$ cat config.mk
export PLATFORM = sky130hd
export DESIGN_NAME = tiny_byte_vm_step_flat
export DESIGN_NICKNAME = d
export VERILOG_FILES = /design/src/design/tbvm_pkg.sv /design/src/design/tbvm_cmd_if.sv /design/src/design/tbvm_rsp_if.sv /design/src/design/tbvm_wrap.sv /design/src/design/tbvm_ram.sv /design/src/design/tiny_byte_vm_step.sv /design/src/flat_wrapper.sv
export SDC_FILE = /design/constraint.sdc
export NUM_CORES = 2
export LEC_CHECK = 0
export ABC_AREA = 0
export BUFFER_PORTS_ARGS = -buffer_cell sky130_fd_sc_hd__buf_2
export CAP_MARGIN = 20
export CORE_UTILIZATION = 45
export DETAILED_ROUTE_END_ITERATION = 16
export PLACE_DENSITY = 0.68
export SLEW_MARGIN = 10
export SYNTH_ARGS = -nofsm -noshare
export SYNTH_HDL_FRONTEND = slang
export SYNTH_HIERARCHICAL = 1
export SYNTH_SLANG_ARGS = --single-unit
$ cat constraint.sdc
create_clock -name clk -period 15.35 [get_ports clk]
set_input_delay 0 -clock clk [delete_from_list [all_inputs] [get_ports clk]]
set_output_delay 0 -clock clk [all_outputs]
set_load 0.01 [all_outputs]
$ cat src/design/tbvm_pkg.sv
`timescale 1ns / 1ps
// Shared types and constants of the tiny byte-coded machine.
// Holds command codes, run status, sequencer states and instruction opcodes; no dependencies.
package tbvm_pkg;

  typedef enum logic [1:0] {
    CMD_WRITE = 2'd0,
    CMD_STEP  = 2'd1,
    CMD_READ  = 2'd2,
    CMD_CLEAR = 2'd3
  } cmd_t;

  typedef enum logic [1:0] {
    ST_RUN     = 2'd0,
    ST_HALT    = 2'd1,
    ST_ILLEGAL = 2'd2
  } status_t;

  typedef enum logic [3:0] {
    S_IDLE,
    S_WRAP,
    S_OPCODE,
    S_ARG1,
    S_ARG2,
    S_READ,
    S_LOAD_LO,
    S_LOAD_HI,
    S_STORE_HI,
    S_DONE
  } state_t;

  typedef enum logic [1:0] {
    WRAP_ITEM,
    WRAP_PC,
    WRAP_OPND
  } wrap_t;

  localparam logic [7:0] OP_NOOP   = 8'h00;
  localparam logic [7:0] OP_LOADW  = 8'h01;
  localparam logic [7:0] OP_STOREW = 8'h02;
  localparam logic [7:0] OP_ADD    = 8'h03;
  localparam logic [7:0] OP_SUB    = 8'h04;
  localparam logic [7:0] OP_ADDI   = 8'h05;
  localparam logic [7:0] OP_SUBI   = 8'h06;
  localparam logic [7:0] OP_JUMP   = 8'h07;
  localparam logic [7:0] OP_BEQZ   = 8'h08;
  localparam logic [7:0] OP_HALT   = 8'hff;

  localparam logic [1:0] REG_PC  = 2'd0;
  localparam logic [1:0] REG_ONE = 2'd1;

  localparam logic [7:0]  LAST_REG   = 8'd2;
  localparam logic [15:0] INSN_BYTES = 16'd3;

endpackage

$ cat src/design/tbvm_cmd_if.sv
`timescale 1ns / 1ps
// Command channel of the tiny byte-coded machine: valid/ready handshake with item fields.
// No dependencies.
interface tbvm_cmd_if;
  logic       valid;
  logic       ready;
  logic [1:0] opcode;
  logic [7:0] address;
  logic [7:0] write_byte;

  modport source (output valid, opcode, address, write_byte, input ready);
  modport sink   (input valid, opcode, address, write_byte, output ready);
endinterface

$ cat src/design/tbvm_rsp_if.sv
`timescale 1ns / 1ps
// Result channel of the tiny byte-coded machine: valid/ready handshake with result fields.
// No dependencies.
interface tbvm_rsp_if;
  logic        valid;
  logic        ready;
  logic [15:0] program_counter;
  logic [15:0] reg_one;
  logic [15:0] reg_two;
  logic [7:0]  read_byte;
  logic [1:0]  run_status;

  modport source (output valid, program_counter, reg_one, reg_two, read_byte, run_status,
                  input ready);
  modport sink   (input valid, program_counter, reg_one, reg_two, read_byte, run_status,
                  output ready);
endinterface

$ cat src/design/tbvm_wrap.sv
`timescale 1ns / 1ps
// Two-stage unit that reduces a 16-bit address modulo MEM_BYTES by a reciprocal multiply.
// No dependencies.
module tbvm_wrap #(
  parameter int MEM_BYTES = 256
) (
  input  logic                         clk,
  input  logic                         rst,
  input  logic                         start,
  input  logic [15:0]                  x,
  output logic                         done,
  output logic [$clog2(MEM_BYTES)-1:0] rem
);
  localparam int          AW    = $clog2(MEM_BYTES);
  localparam int          SHIFT = 24;
  localparam int unsigned RECIP = (2 ** SHIFT) / MEM_BYTES + 1;
  localparam int          RW    = $clog2(RECIP + 1);
  localparam int          PW    = 16 + RW;

  logic [PW-1:0] prod;
  logic [15:0]   x_q;
  logic          v1;
  logic [15:0]   quot;
  logic [15:0]   diff;

  assign quot = 16'(prod[PW-1:SHIFT]);
  assign diff = x_q - quot * 16'(MEM_BYTES);

  always_ff @(posedge clk) begin
    if (rst) begin
      v1   <= 1'b0;
      done <= 1'b0;
    end else begin
      v1   <= start;
      done <= v1;
    end
  end

  always_ff @(posedge clk) begin
    if (start) begin
      x_q  <= x;
      prod <= PW'(x) * PW'(RECIP);
    end
    if (v1) begin
      rem <= diff[AW-1:0];
    end
  end
endmodule

$ cat src/design/tbvm_ram.sv
`timescale 1ns / 1ps
// Byte memory with one write port and one registered read port.
// No dependencies.
module tbvm_ram #(
  parameter int DEPTH = 256
) (
  input  logic                     clk,
  input  logic                     we,
  input  logic [$clog2(DEPTH)-1:0] waddr,
  input  logic [7:0]               wdata,
  input  logic                     re,
  input  logic [$clog2(DEPTH)-1:0] raddr,
  output logic [7:0]               rdata
);
  logic [7:0] mem [DEPTH];

  always_ff @(posedge clk) begin
    if (we) begin
      mem[waddr] <= wdata;
    end
  end

  always_ff @(posedge clk) begin
    if (re) begin
      rdata <= mem[raddr];
    end
  end
endmodule

$ cat src/design/tiny_byte_vm_step.sv
`timescale 1ns / 1ps
// Top level of the tiny byte-coded machine: command sequencer, register file and result register.
// Depends on tbvm_pkg, tbvm_cmd_if, tbvm_rsp_if, tbvm_wrap and tbvm_ram.
//
//   Channel  Dir  Carries
//   cmd      in   opcode, address, write_byte
//   rsp      out  program_counter, reg_one, reg_two, read_byte, run_status
//
// From acceptance to result, a write, a clear or a step while stopped goes straight to S_DONE, a
// read through S_READ, NOOP, HALT and an unknown opcode through S_OPCODE, JUMP through S_ARG1,
// an arithmetic or branch step or a bad register index through S_ARG2, STOREW through S_STORE_HI
// and LOADW through S_LOAD_LO and S_LOAD_HI, with at most one byte-wide memory access per state;
// an address at or above MEM_BYTES first passes through S_WRAP and the modulo unit.
// The next transaction is taken in the cycle the result moves to the output register.
// Reset clears registers, status and handshake state; memory is undefined until written.
module tiny_byte_vm_step #(
  parameter int MEM_BYTES = 256
) (
  input logic        clk,
  input logic        rst,
  tbvm_cmd_if.sink   cmd,
  tbvm_rsp_if.source rsp
);
  import tbvm_pkg::*;

  localparam int AW = $clog2(MEM_BYTES);

  function automatic logic [AW-1:0] wrap_inc(input logic [AW-1:0] p);
    logic [AW-1:0] n;
    n = (p == AW'(MEM_BYTES - 1)) ? '0 : p + AW'(1);
    return n;
  endfunction

  function automatic logic [15:0] reg_sel(input logic [1:0] idx, input logic [15:0] r0v,
                                          input logic [15:0] r1v, input logic [15:0] r2v);
    logic [15:0] v;
    case (idx)
      REG_PC:  v = r0v;
      REG_ONE: v = r1v;
      default: v = r2v;
    endcase
    return v;
  endfunction

  state_t        state, state_next, disp_state;
  status_t       status, status_next;
  logic [15:0]   pc, pc_next, r1, r1_next, r2, r2_next;
  logic [7:0]    op_q, op_next, a1_q, a1_next, lo_q, lo_next, rb, rb_next;
  logic [AW-1:0] ptr, ptr_next;
  cmd_t          item_op, item_op_next, disp_cmd;
  logic [7:0]    item_wb, item_wb_next, disp_wb;
  wrap_t         wrap_for, wrap_for_next, mod_for, disp_for;

  logic          start, out_free;
  logic          disp_en, mod_start, mod_done;
  logic [AW-1:0] disp_addr, mod_rem;
  logic [15:0]   mod_x;
  logic          addr_fits, pc_fits, arg_fits, arg_ok;

  logic          mem_we, mem_re;
  logic [AW-1:0] mem_waddr, mem_raddr;
  logic [7:0]    mem_wdata, mem_rdata;

  logic          wb_en;
  logic [1:0]    wb_idx;
  logic [15:0]   wb_val, src_a, src_b, imm;

  logic          out_valid;
  logic [15:0]   out_pc, out_r1, out_r2;
  logic [7:0]    out_rb;
  logic [1:0]    out_status;

  tbvm_ram #(.DEPTH(MEM_BYTES)) u_ram (
    .clk   (clk),
    .we    (mem_we),
    .waddr (mem_waddr),
    .wdata (mem_wdata),
    .re    (mem_re),
    .raddr (mem_raddr),
    .rdata (mem_rdata)
  );

  tbvm_wrap #(.MEM_BYTES(MEM_BYTES)) u_wrap (
    .clk   (clk),
    .rst   (rst),
    .start (mod_start),
    .x     (mod_x),
    .done  (mod_done),
    .rem   (mod_rem)
  );

  assign out_free  = !out_valid || rsp.ready;
  assign cmd.ready = (state == S_IDLE) || (state == S_DONE && out_free);
  assign start     = cmd.valid && cmd.ready;

  assign addr_fits = {8'h00, cmd.address} < 16'(MEM_BYTES);
  assign pc_fits   = pc < 16'(MEM_BYTES);
  assign arg_fits  = {8'h00, mem_rdata} < 16'(MEM_BYTES);
  assign arg_ok    = (a1_q <= LAST_REG) &&
                     !((op_q == OP_ADD || op_q == OP_SUB) && mem_rdata > LAST_REG);

  assign disp_cmd  = start ? cmd_t'(cmd.opcode) : item_op;
  assign disp_wb   = start ? cmd.write_byte : item_wb;

  always_comb begin : ctrl
    disp_en   = 1'b0;
    disp_for  = WRAP_ITEM;
    disp_addr = '0;
    mod_start = 1'b0;
    mod_for   = WRAP_ITEM;
    mod_x     = '0;
    if (start) begin
      unique case (cmd.opcode) inside
        CMD_WRITE, CMD_READ: begin
          if (addr_fits) begin
            disp_en   = 1'b1;
            disp_addr = cmd.address[AW-1:0];
          end else begin
            mod_start = 1'b1;
            mod_x     = {8'h00, cmd.address};
          end
        end
        CMD_STEP: begin
          if (status == ST_RUN) begin
            if (pc_fits) begin
              disp_en   = 1'b1;
              disp_for  = WRAP_PC;
              disp_addr = pc[AW-1:0];
            end else begin
              mod_start = 1'b1;
              mod_for   = WRAP_PC;
              mod_x     = pc;
            end
          end
        end
        default: ;
      endcase
    end
    if (state == S_WRAP && mod_done) begin
      disp_en   = 1'b1;
      disp_for  = wrap_for;
      disp_addr = mod_rem;
    end
    if (state == S_ARG2 && arg_ok && (op_q == OP_LOADW || op_q == OP_STOREW)) begin
      if (arg_fits) begin
        disp_en   = 1'b1;
        disp_for  = WRAP_OPND;
        disp_addr = mem_rdata[AW-1:0];
      end else begin
        mod_start = 1'b1;
        mod_for   = WRAP_OPND;
        mod_x     = {8'h00, mem_rdata};
      end
    end
  end

  always_comb begin : disp_decode
    unique case (disp_for)
      WRAP_ITEM: disp_state = (disp_cmd == CMD_WRITE) ? S_DONE : S_READ;
      WRAP_PC:   disp_state = S_OPCODE;
      default:   disp_state = (op_q == OP_LOADW) ? S_LOAD_LO : S_STORE_HI;
    endcase
  end

  always_comb begin : next_state
    state_next = state;
    if (disp_en) begin
      state_next = disp_state;
    end else if (mod_start) begin
      state_next = S_WRAP;
    end else begin
      unique case (state)
        S_IDLE:    state_next = start ? S_DONE : S_IDLE;
        S_DONE: begin
          if (start) begin
            state_next = S_DONE;
          end else if (out_free) begin
            state_next = S_IDLE;
          end
        end
        S_WRAP:    state_next = S_WRAP;
        S_OPCODE: begin
          unique case (mem_rdata) inside
            OP_HALT, OP_NOOP: state_next = S_DONE;
            default:          state_next = (mem_rdata > OP_BEQZ) ? S_DONE : S_ARG1;
          endcase
        end
        S_ARG1:    state_next = (op_q == OP_JUMP) ? S_DONE : S_ARG2;
        S_LOAD_LO: state_next = S_LOAD_HI;
        default:   state_next = S_DONE;
      endcase
    end
  end

  always_comb begin : datapath
    pc_next       = pc;
    r1_next       = r1;
    r2_next       = r2;
    status_next   = status;
    op_next       = op_q;
    a1_next       = a1_q;
    lo_next       = lo_q;
    ptr_next      = ptr;
    rb_next       = rb;
    item_op_next  = item_op;
    item_wb_next  = item_wb;
    wrap_for_next = wrap_for;
    mem_we        = 1'b0;
    mem_waddr     = disp_addr;
    mem_wdata     = '0;
    mem_re        = 1'b0;
    mem_raddr     = disp_addr;
    wb_en         = 1'b0;
    wb_idx        = a1_q[1:0];
    wb_val        = '0;
    src_a         = reg_sel(a1_q[1:0], pc, r1, r2);
    src_b         = reg_sel(mem_rdata[1:0], pc, r1, r2);
    imm           = {8'h00, mem_rdata};

    if (start) begin
      item_op_next = cmd_t'(cmd.opcode);
      item_wb_next = cmd.write_byte;
      rb_next      = '0;
      if (cmd.opcode == CMD_CLEAR) begin
        pc_next     = '0;
        r1_next     = '0;
        r2_next     = '0;
        status_next = ST_RUN;
      end
    end
    if (mod_start) begin
      wrap_for_next = mod_for;
    end

    case (state)
      S_OPCODE: begin
        op_next   = mem_rdata;
        mem_re    = 1'b1;
        mem_raddr = wrap_inc(ptr);
        if (mem_rdata == OP_HALT) begin
          status_next = ST_HALT;
        end else if (mem_rdata == OP_NOOP) begin
          pc_next = pc + 16'd1;
        end else if (mem_rdata > OP_BEQZ) begin
          status_next = ST_ILLEGAL;
        end
      end
      S_ARG1: begin
        a1_next   = mem_rdata;
        mem_re    = 1'b1;
        mem_raddr = wrap_inc(wrap_inc(ptr));
        if (op_q == OP_JUMP) begin
          pc_next = {8'h00, mem_rdata};
        end
      end
      S_ARG2: begin
        if (!arg_ok) begin
          status_next = ST_ILLEGAL;
        end else begin
          case (op_q)
            OP_ADD:  begin wb_en = 1'b1; wb_val = src_a + src_b; end
            OP_SUB:  begin wb_en = 1'b1; wb_val = src_a - src_b; end
            OP_ADDI: begin wb_en = 1'b1; wb_val = src_a + imm;   end
            OP_SUBI: begin wb_en = 1'b1; wb_val = src_a - imm;   end
            OP_BEQZ: begin
              wb_en  = 1'b1;
              wb_idx = REG_PC;
              wb_val = (src_a == 16'd0) ? pc + imm : pc;
            end
            default: ;
          endcase
        end
      end
      S_READ: rb_next = mem_rdata;
      S_LOAD_LO: begin
        lo_next   = mem_rdata;
        mem_re    = 1'b1;
        mem_raddr = wrap_inc(ptr);
      end
      S_LOAD_HI: begin
        wb_en  = 1'b1;
        wb_val = {mem_rdata, lo_q};
      end
      S_STORE_HI: begin
        mem_we    = 1'b1;
        mem_waddr = wrap_inc(ptr);
        mem_wdata = src_a[15:8];
        pc_next   = pc + INSN_BYTES;
      end
      default: ;
    endcase

    if (disp_en) begin
      unique case (disp_for)
        WRAP_ITEM: begin
          if (disp_cmd == CMD_WRITE) begin
            mem_we    = 1'b1;
            mem_wdata = disp_wb;
          end else begin
            mem_re = 1'b1;
          end
        end
        WRAP_PC: begin
          mem_re   = 1'b1;
          ptr_next = disp_addr;
        end
        default: begin
          ptr_next = disp_addr;
          if (op_q == OP_LOADW) begin
            mem_re = 1'b1;
          end else begin
            mem_we    = 1'b1;
            mem_wdata = src_a[7:0];
          end
        end
      endcase
    end

    if (wb_en) begin
      case (wb_idx)
        REG_PC: pc_next = wb_val + INSN_BYTES;
        REG_ONE: begin
          r1_next = wb_val;
          pc_next = pc + INSN_BYTES;
        end
        default: begin
          r2_next = wb_val;
          pc_next = pc + INSN_BYTES;
        end
      endcase
    end
  end

  always_ff @(posedge clk) begin
    if (rst) begin
      state  <= S_IDLE;
      status <= ST_RUN;
      pc     <= '0;
      r1     <= '0;
      r2     <= '0;
    end else begin
      state  <= state_next;
      status <= status_next;
      pc     <= pc_next;
      r1     <= r1_next;
      r2     <= r2_next;
    end
  end

  always_ff @(posedge clk) begin
    op_q     <= op_next;
    a1_q     <= a1_next;
    lo_q     <= lo_next;
    ptr      <= ptr_next;
    rb       <= rb_next;
    item_op  <= item_op_next;
    item_wb  <= item_wb_next;
    wrap_for <= wrap_for_next;
  end

  always_ff @(posedge clk) begin
    if (rst) begin
      out_valid <= 1'b0;
    end else if (state == S_DONE && out_free) begin
      out_valid <= 1'b1;
    end else if (rsp.ready) begin
      out_valid <= 1'b0;
    end
  end

  always_ff @(posedge clk) begin
    if (state == S_DONE && out_free) begin
      out_pc     <= pc;
      out_r1     <= r1;
      out_r2     <= r2;
      out_rb     <= rb;
      out_status <= status;
    end
  end

  assign rsp.valid           = out_valid;
  assign rsp.program_counter = out_pc;
  assign rsp.reg_one         = out_r1;
  assign rsp.reg_two         = out_r2;
  assign rsp.read_byte       = out_rb;
  assign rsp.run_status      = out_status;
endmodule

$ cat src/flat_wrapper.sv
// flat-port wrapper written by rule: the top's interface ports become plain ports
module tiny_byte_vm_step_flat import tbvm_pkg::*;
#(
  parameter int MEM_BYTES = 256
)
  (clk, rst, cmd_valid, cmd_opcode, cmd_address, cmd_write_byte, cmd_ready, rsp_valid, rsp_program_counter, rsp_reg_one, rsp_reg_two, rsp_read_byte, rsp_run_status, rsp_ready);
  tbvm_cmd_if cmd_i ();
  tbvm_rsp_if rsp_i ();
  input logic clk;
  input logic rst;
  input wire logic [$bits(cmd_i.valid)-1:0] cmd_valid;
  input wire logic [$bits(cmd_i.opcode)-1:0] cmd_opcode;
  input wire logic [$bits(cmd_i.address)-1:0] cmd_address;
  input wire logic [$bits(cmd_i.write_byte)-1:0] cmd_write_byte;
  output wire logic [$bits(cmd_i.ready)-1:0] cmd_ready;
  output wire logic [$bits(rsp_i.valid)-1:0] rsp_valid;
  output wire logic [$bits(rsp_i.program_counter)-1:0] rsp_program_counter;
  output wire logic [$bits(rsp_i.reg_one)-1:0] rsp_reg_one;
  output wire logic [$bits(rsp_i.reg_two)-1:0] rsp_reg_two;
  output wire logic [$bits(rsp_i.read_byte)-1:0] rsp_read_byte;
  output wire logic [$bits(rsp_i.run_status)-1:0] rsp_run_status;
  input wire logic [$bits(rsp_i.ready)-1:0] rsp_ready;
  assign cmd_i.valid = cmd_valid;
  assign cmd_i.opcode = cmd_opcode;
  assign cmd_i.address = cmd_address;
  assign cmd_i.write_byte = cmd_write_byte;
  assign cmd_ready = cmd_i.ready;
  assign rsp_valid = rsp_i.valid;
  assign rsp_program_counter = rsp_i.program_counter;
  assign rsp_reg_one = rsp_i.reg_one;
  assign rsp_reg_two = rsp_i.reg_two;
  assign rsp_read_byte = rsp_i.read_byte;
  assign rsp_run_status = rsp_i.run_status;
  assign rsp_i.ready = rsp_ready;
  tiny_byte_vm_step #(.MEM_BYTES(MEM_BYTES)) u_core (.clk(clk), .rst(rst), .cmd(cmd_i), .rsp(rsp_i));
endmodule
# Yosys cells after proc, flatten, opt, wreduce, memory -nomap -nowiden
# Memories as Yosys holds them, arrays and structs flattened. A register that Yosys moved wholly into a read port is not among the register bits.
# Cells that the tools add are included.
[op_classes]
n_lt_le_gt_ge = 4
reduce_logical = 33
bitwise_logic = 1
n_eq_ne = 28
muxes = 101
addsub = 11
[ops]
columns = ["cell", "count"]
rows = [
  ["two-way mux 16 bit", 17],
  ["two-way mux 8 bit", 19],
  ["case mux 16 bit (2 select lines)", 3],
  ["case mux 16 bit (5 select lines)", 1],
  ["case mux 16 bit (3 select lines)", 1],
  ["case mux 8 bit (2 select lines)", 3],
  ["two-way mux 4 bit", 10],
  ["adder 16 x 2 -> 16 bit, second input constant", 2],
  ["adder 16 x 8 -> 16 bit", 2],
  ["equality test 8 x 3 -> 1 bit, second input constant", 4],
  ["two-way mux 2 bit", 15],
  ["two-way mux 1 bit", 25],
  ["equality test 8 bit, second input constant", 3],
  ["case mux 4 bit (6 select lines)", 1],
  ["adder 16 x 1 -> 16 bit, second input constant", 1],
  ["adder 16 bit", 1],
  ["adder 8 x 1 -> 8 bit, second input constant", 2],
  ["equality test 4 x 3 -> 1 bit, second input constant", 4],
  ["equality test 8 x 2 -> 1 bit, second input constant", 2],
  ["zero test 16 bit", 1],
  ["< comparator 16 x 9 -> 1 bit, second input constant", 1],
  ["subtractor 16 bit", 1],
  ["subtractor 16 x 8 -> 16 bit", 1],
  ["zero test 2 bit", 7],
  ["27 further kinds", 51],
]
[word_totals]
output_inout_bits = 60
mem_bits_rw = 2048
memories = 1
in_bits = 22
reg_bits = 183
[memory_table]
columns = ["name", "depth", "word_bits", "read_ports", "rd_ports_with_merged_regs", "write_ports", "line_no", "text"]
rows = [
  ["u_core.u_ram.mem", 256, 8, 1, 1, 1, "tbvm_ram.sv:15", "logic [7:0] mem [DEPTH];"],
]

# Depth between registers and ports, before layout
[logic_depth]
depth_word = 13
ltp_mapped = 24

# Cells and area by module
# Netlist, hierarchy kept.
[modules_own_cells]
columns = ["module", "area_each_um2", "cells_per_inst", "instances"]
rows = [
  ["tbvm_ram", 79636.4, 3733, 1],
  ["tiny_byte_vm_step", 11043.1, 1305, 1],
  ["tbvm_wrap", 533.0, 20, 1],
]

# Least setup slack after synthesis
# No wires, ideal clock.
[synth_timing]
path_type = "register to register"
start = "register u_core.a1_q[1]"
end = "memory u_core.u_ram.mem[0][1], data pin"
slack_ps = 486
period_less_slack_ps = 14864
n_path_buf = 6
setup_time_ps = 2187
stages_incl_launch_ff = 14
arrival_time_ps = 12677
path_cell_list = "edfxtp_1 buf_2 buf_2 buf_2 buf_2 a211oi_1 and3_1 nand2_1 nor4_1 and2_1 clkbuf_1 nor3_1 clkbuf_1 o21ai_0"
[synth_via]
elab_chain_len = 8
elab_cells_between_ends = 16
cone_classes = "order compare: 1; eq/ne: 2; mux: 8; reduce/logical: 5"
[synth_rtl]
columns = ["element", "line_no", "text"]
rows = [
  ["from (decl)", "tiny_byte_vm_step.sv:48", "logic [7:0] op_q, op_next, a1_q, a1_next, lo_q, lo_next, rb, rb_next;"],
  ["from (signal assigned)", "tiny_byte_vm_step.sv:352", "a1_q <= a1_next;"],
  ["less-or-equal comparator 8 x 2 -> 1 bit", "tiny_byte_vm_step.sv:99", "assign arg_ok = (a1_q <= LAST_REG) &&"],
  ["logical AND 1 bit", "tiny_byte_vm_step.sv:99", ""],
  ["logical AND 1 bit (2 in a row)", "tiny_byte_vm_step.sv:144", "if (state == S_ARG2 && arg_ok && (op_q == OP_LOADW || op_q == OP_STOREW)) begin"],
  ["two-way mux 2 bit", "tiny_byte_vm_step.sv:144", ""],
  ["equality test 2 x 1 -> 1 bit or zero test 2 bit (tied branches)", "tiny_byte_vm_step.sv:294", "unique case (disp_for)"],
  ["case mux 8 bit (2 select lines)", "tiny_byte_vm_step.sv:294", ""],
  ["two-way mux 8 bit *", "tiny_byte_vm_step.sv:293", "if (disp_en) begin"],
  ["named net u_core.mem_wdata[1]", "tiny_byte_vm_step.sv:62", "logic [7:0] mem_wdata, mem_rdata;"],
  ["to (decl)", "tbvm_ram.sv:15", ""],
]
# Mark *: on every way through the listed nets, which the timed path passes. The rest lies on a longest branch.

# Worst setup path in the final report
[layout_timing]
start = "register u_core.u_ram.rdata[4], read port of u_core.u_ram.mem"
end = "register u_core.u_ram.rdata[7], read port of u_core.u_ram.mem, data pin"
[layout_via]
elab_cells_between_ends = 14
cone_classes = "order compare: 1; eq/ne: 1; mux: 6; reduce/logical: 6"
[layout_rtl]
columns = ["element", "line_no", "text"]
rows = [
  ["from (decl)", "tbvm_ram.sv:13", "output logic [7:0] rdata"],
  ["greater-than comparator 8 x 2 -> 1 bit", "tiny_byte_vm_step.sv:100", "!((op_q == OP_ADD || op_q == OP_SUB) && mem_rdata > LAST_REG);"],
  ["logical AND 1 bit", "tiny_byte_vm_step.sv:100", ""],
  ["zero test 1 bit", "tiny_byte_vm_step.sv:100", ""],
  ["logical AND 1 bit", "tiny_byte_vm_step.sv:99", ""],
  ["logical AND 1 bit (2 in a row)", "tiny_byte_vm_step.sv:144", ""],
  ["two-way mux 8 bit", "tiny_byte_vm_step.sv:144", ""],
  ["case mux 8 bit (2 select lines)", "tiny_byte_vm_step.sv:235", "case (state)"],
  ["named net u_core.mem_raddr[0]", "tiny_byte_vm_step.sv:61", "logic [AW-1:0] mem_waddr, mem_raddr;"],
]
# The timed path passes the listed nets, and every way through them passes these cells.
# A chain may end at the register's enable or synchronous reset.

==> impl_results.md <==
- Outcome: complete, no violations
- Root buf cell: clkbuf_16
- Fmax: 0.118 GHz
- CP max stage delay: 1.12 ns
- Drt drc: 0
- Final Slew Violations: 0
- Cell Pwr Density: 144 nW/um^2
- Post-route ant nets: 0
- Vias in the first global route: 48900
- Final Critical Period: 8.48 ns
- Die X: 452 um
- Max stage delay cell, worst path: nor4_1
- Max Cap Viol: 0
- Relative max-transition margin: 12.1%
- FF-to-FF End: u_core/u_ram/rdata[7]
- Synthesized instance count: 5050
- Avg WL per Cell: 29.3 um
- Worst hold path type: in -> reg
- Bufs and invs on worst path: 4
- Crit path required time: 15.91 ns
- Hold path cells: 4
- Drt first-iter violations: 6720
- Post-Route WL: 235000 um
- Port Buffers: 81
- Mapped Avg Cell Area: 18.1 um^2
- Core box area: 200000 um^2
- Full die area: 204000 um^2
- Placer Congestion: 0.947
- Layout cells sized above 1: 19.0%
- Gr usage total: 22.8%
- Clk pin slew, worst setup/hold paths: 0.06 ns
- Via Count: 49700
- NumNets Final: 5220
- Vias per inst: 6.21
- Post-CTS setup buffers: 0
- Synthesized area: 91200 um^2
- RSZ-0062 raised after global routing: false
- Worst Reg-to-Reg Cells: 18
- Clock power frac: 35.2%
- Tcrit/Tclk final: 55.3%
- Hold wc startpoint: cmd_valid
- Cell Rows: 164
- Final Hold Viols: 0
- Yosys warning total: 6
- Clk buf depth: 3
- Worst vdd ir: 121 uV
- Startpoint types: flop
- Initial Util: 45.5%
- Clock skew: 0.0912 ns
- Top Family by Delay on Critical Path: simple AND/OR/NAND/NOR gates
- Pint: 10.6 mW
- Comb power frac: 17.5%
- Most frequent cells in the layout: 2171 x edfxtp_1, 454 x mux4_2, 410 x nor2_1
- Clock sink total: 2238
- Number of gates resized after cts: 0
- Die span in y: 452 um
- Initial DRT Pass Iterations: 6
- Worst Max-Slew Pin Slew: 1.31 ns
- Area delta synth->final: 11.4%
- Largest net degree at the start of global routing: 226
- Crit path cell chain: nor4_1 -> a32oi_1 -> nand2_1 -> nand2_1 -> nor4_1 -> and2_1 -> a221oi_1 -> o211ai_1 -> buf_4 -> buf_12 -> buf_12 -> mux4_2 -> nor2b_1 -> a211oi_1 -> nor3_1 -> nor4_1 -> buf_4 -> nor4_1
- P_sw: 4.05 mW
- I/O Pins: 82
- Sw Share: 27.6%
- Reg2Reg Setup Slack: 6.87 ns
- Final setup violation count: 0
- Dpl hpwl: 144000 um
- Setup TNS: 0 ns
- Crit path max fanout: 98
- H-Tree Depth: 4
- Global-route wire length before repair: 341000 um
- GRT Residual Overflow: 0
- Worst Setup End Kind: flop
- Total chip power: 14.7 mW
- CP arrival: 9.05 ns
- Worst Hold End: u_core/item_wb[2]
- RR Startpoint: u_core/u_ram/rdata[4]
- Commonest non-fill, non-tap cell in the layout: edfxtp_1
- Clk_lat worst skew: 0.89 ns
- Leak Pwr: 30.5 nW
- Setup CP Type: reg -> reg
- Synthesized net count: 5109
- CTS Buf Count: 211
- Crit-path most repeated cell: nor4_1
- Sequential Power Share: 47.4%
- CTS tree: built
- Initial antenna violation count: 7
-- how the worst max path moves through the flow --
stage / startpoint / slack, ns / endpoint / depth (start not counted)
global route: u_core/u_ram/rdata[4] / 6.36 / u_core/u_ram/rdata[7] / 18
CTS: u_core/u_ram/rdata[4] / 7.00 / u_core/u_ram/rdata[7] / 18
finish: u_core/u_ram/rdata[4] / 6.87 / u_core/u_ram/rdata[7] / 18
detailed placement: u_core/u_ram/rdata[4] / 7.05 / u_core/u_ram/rdata[7] / 18
floorplan: u_core/a1_q[1] / 0.49 / u_core/u_ram/mem[0][1] / 13
global placement: u_core/u_ram/rdata[6] / 7.03 / u_core/u_ram/rdata[1] / 16
-- layout make-up --
cell class,count,area [um^2]
Multi-Input combinational cell,2447,22900
Sequential cell,2238,66500
Antenna cell,4,10.0
Inverter,44,165
Tap cell,2656,3320
Clock inverter,140,1460
Clock buffer,254,5450
Fill cell,15800,98900
Timing Repair Buffer,219,1640
-- per-layer routing --
metal / routed length, um / vias up / global-route usage [%]
met5: 12 / - / 0
met4: 9810 / 2 / 9.34
met3: 22400 / 459 / 4.61
met2: 109000 / 2667 / 35.2
met1: 93200 / 25800 / 31.8
li1: - / 20800 / -
-- power by group through the flow --
stage | Sequential (mW) | Combinational (mW) | Clock [mW]
CTS | 6.95 | 2.54 | 5.24
global placement | 7.07 | 2.49 | 0
global route | 6.96 | 2.69 | 5.46
detailed placement | 7.08 | 2.52 | 0
finish | 6.95 | 2.56 | 5.16
floorplan | 7.13 | 1.67 | 0
-- sequential cells by signal, indices dropped and copies added, names as in the netlist, 4 cells and up --
| register | flops |
|---|---|
| u_core/r1 | 16 |
| u_core/r2 | 16 |
| u_core/u_wrap/rem | 8 |
| u_core/item_wb | 8 |
| u_core/state | 4 |
| u_core/u_wrap/x_q | 8 |
| u_core/a1_q | 8 |
| u_core/u_ram/rdata | 8 |
| u_core/rsp.read_byte | 8 |
| u_core/rb | 8 |
| u_core/rsp.reg_two | 16 |
| u_core/u_ram/mem | 2048 |
| u_core/pc | 16 |
| u_core/ptr | 8 |
| u_core/lo_q | 8 |
| u_core/rsp.reg_one | 16 |
| u_core/op_q | 8 |
| u_core/rsp.program_counter | 16 |
-- worst reg2reg max path: cells and delay by family, from the launching register on --
kind,cells,cell delay [ns]
AO/OA/AOI/OAI,4,1.33
buffers and inverters,4,1.99
flip-flops,1,0.69
multiplexers,1,0.81
AND/OR/NAND/NOR,9,3.36
-- metrics by stage --
step / hold slack [ns] / util, % / worst slack (ns) / area (um^2) / std cells
detailed placement: 0.328 / 47.0 / 7.05 / 94300 / 7576
CTS: 0.0125 / 50.6 / 7.00 / 101000 / 7994
global placement: 0.323 / 47.0 / 7.03 / 94300 / 7571
global route: 0.110 / 50.6 / 6.36 / 102000 / 7999
floorplan: 0.0716 / - / 0.486 / 91200 / 5050
finish: 0.125 / 50.6 / 6.87 / 102000 / 8002
-- what timing repair did --
action / CTS / global route
hold buffers: 24 / 0
hold endpoints to repair: 72 / 0
setup endpoints to repair: 0 / 0
(Power assumes the default switching activity.)
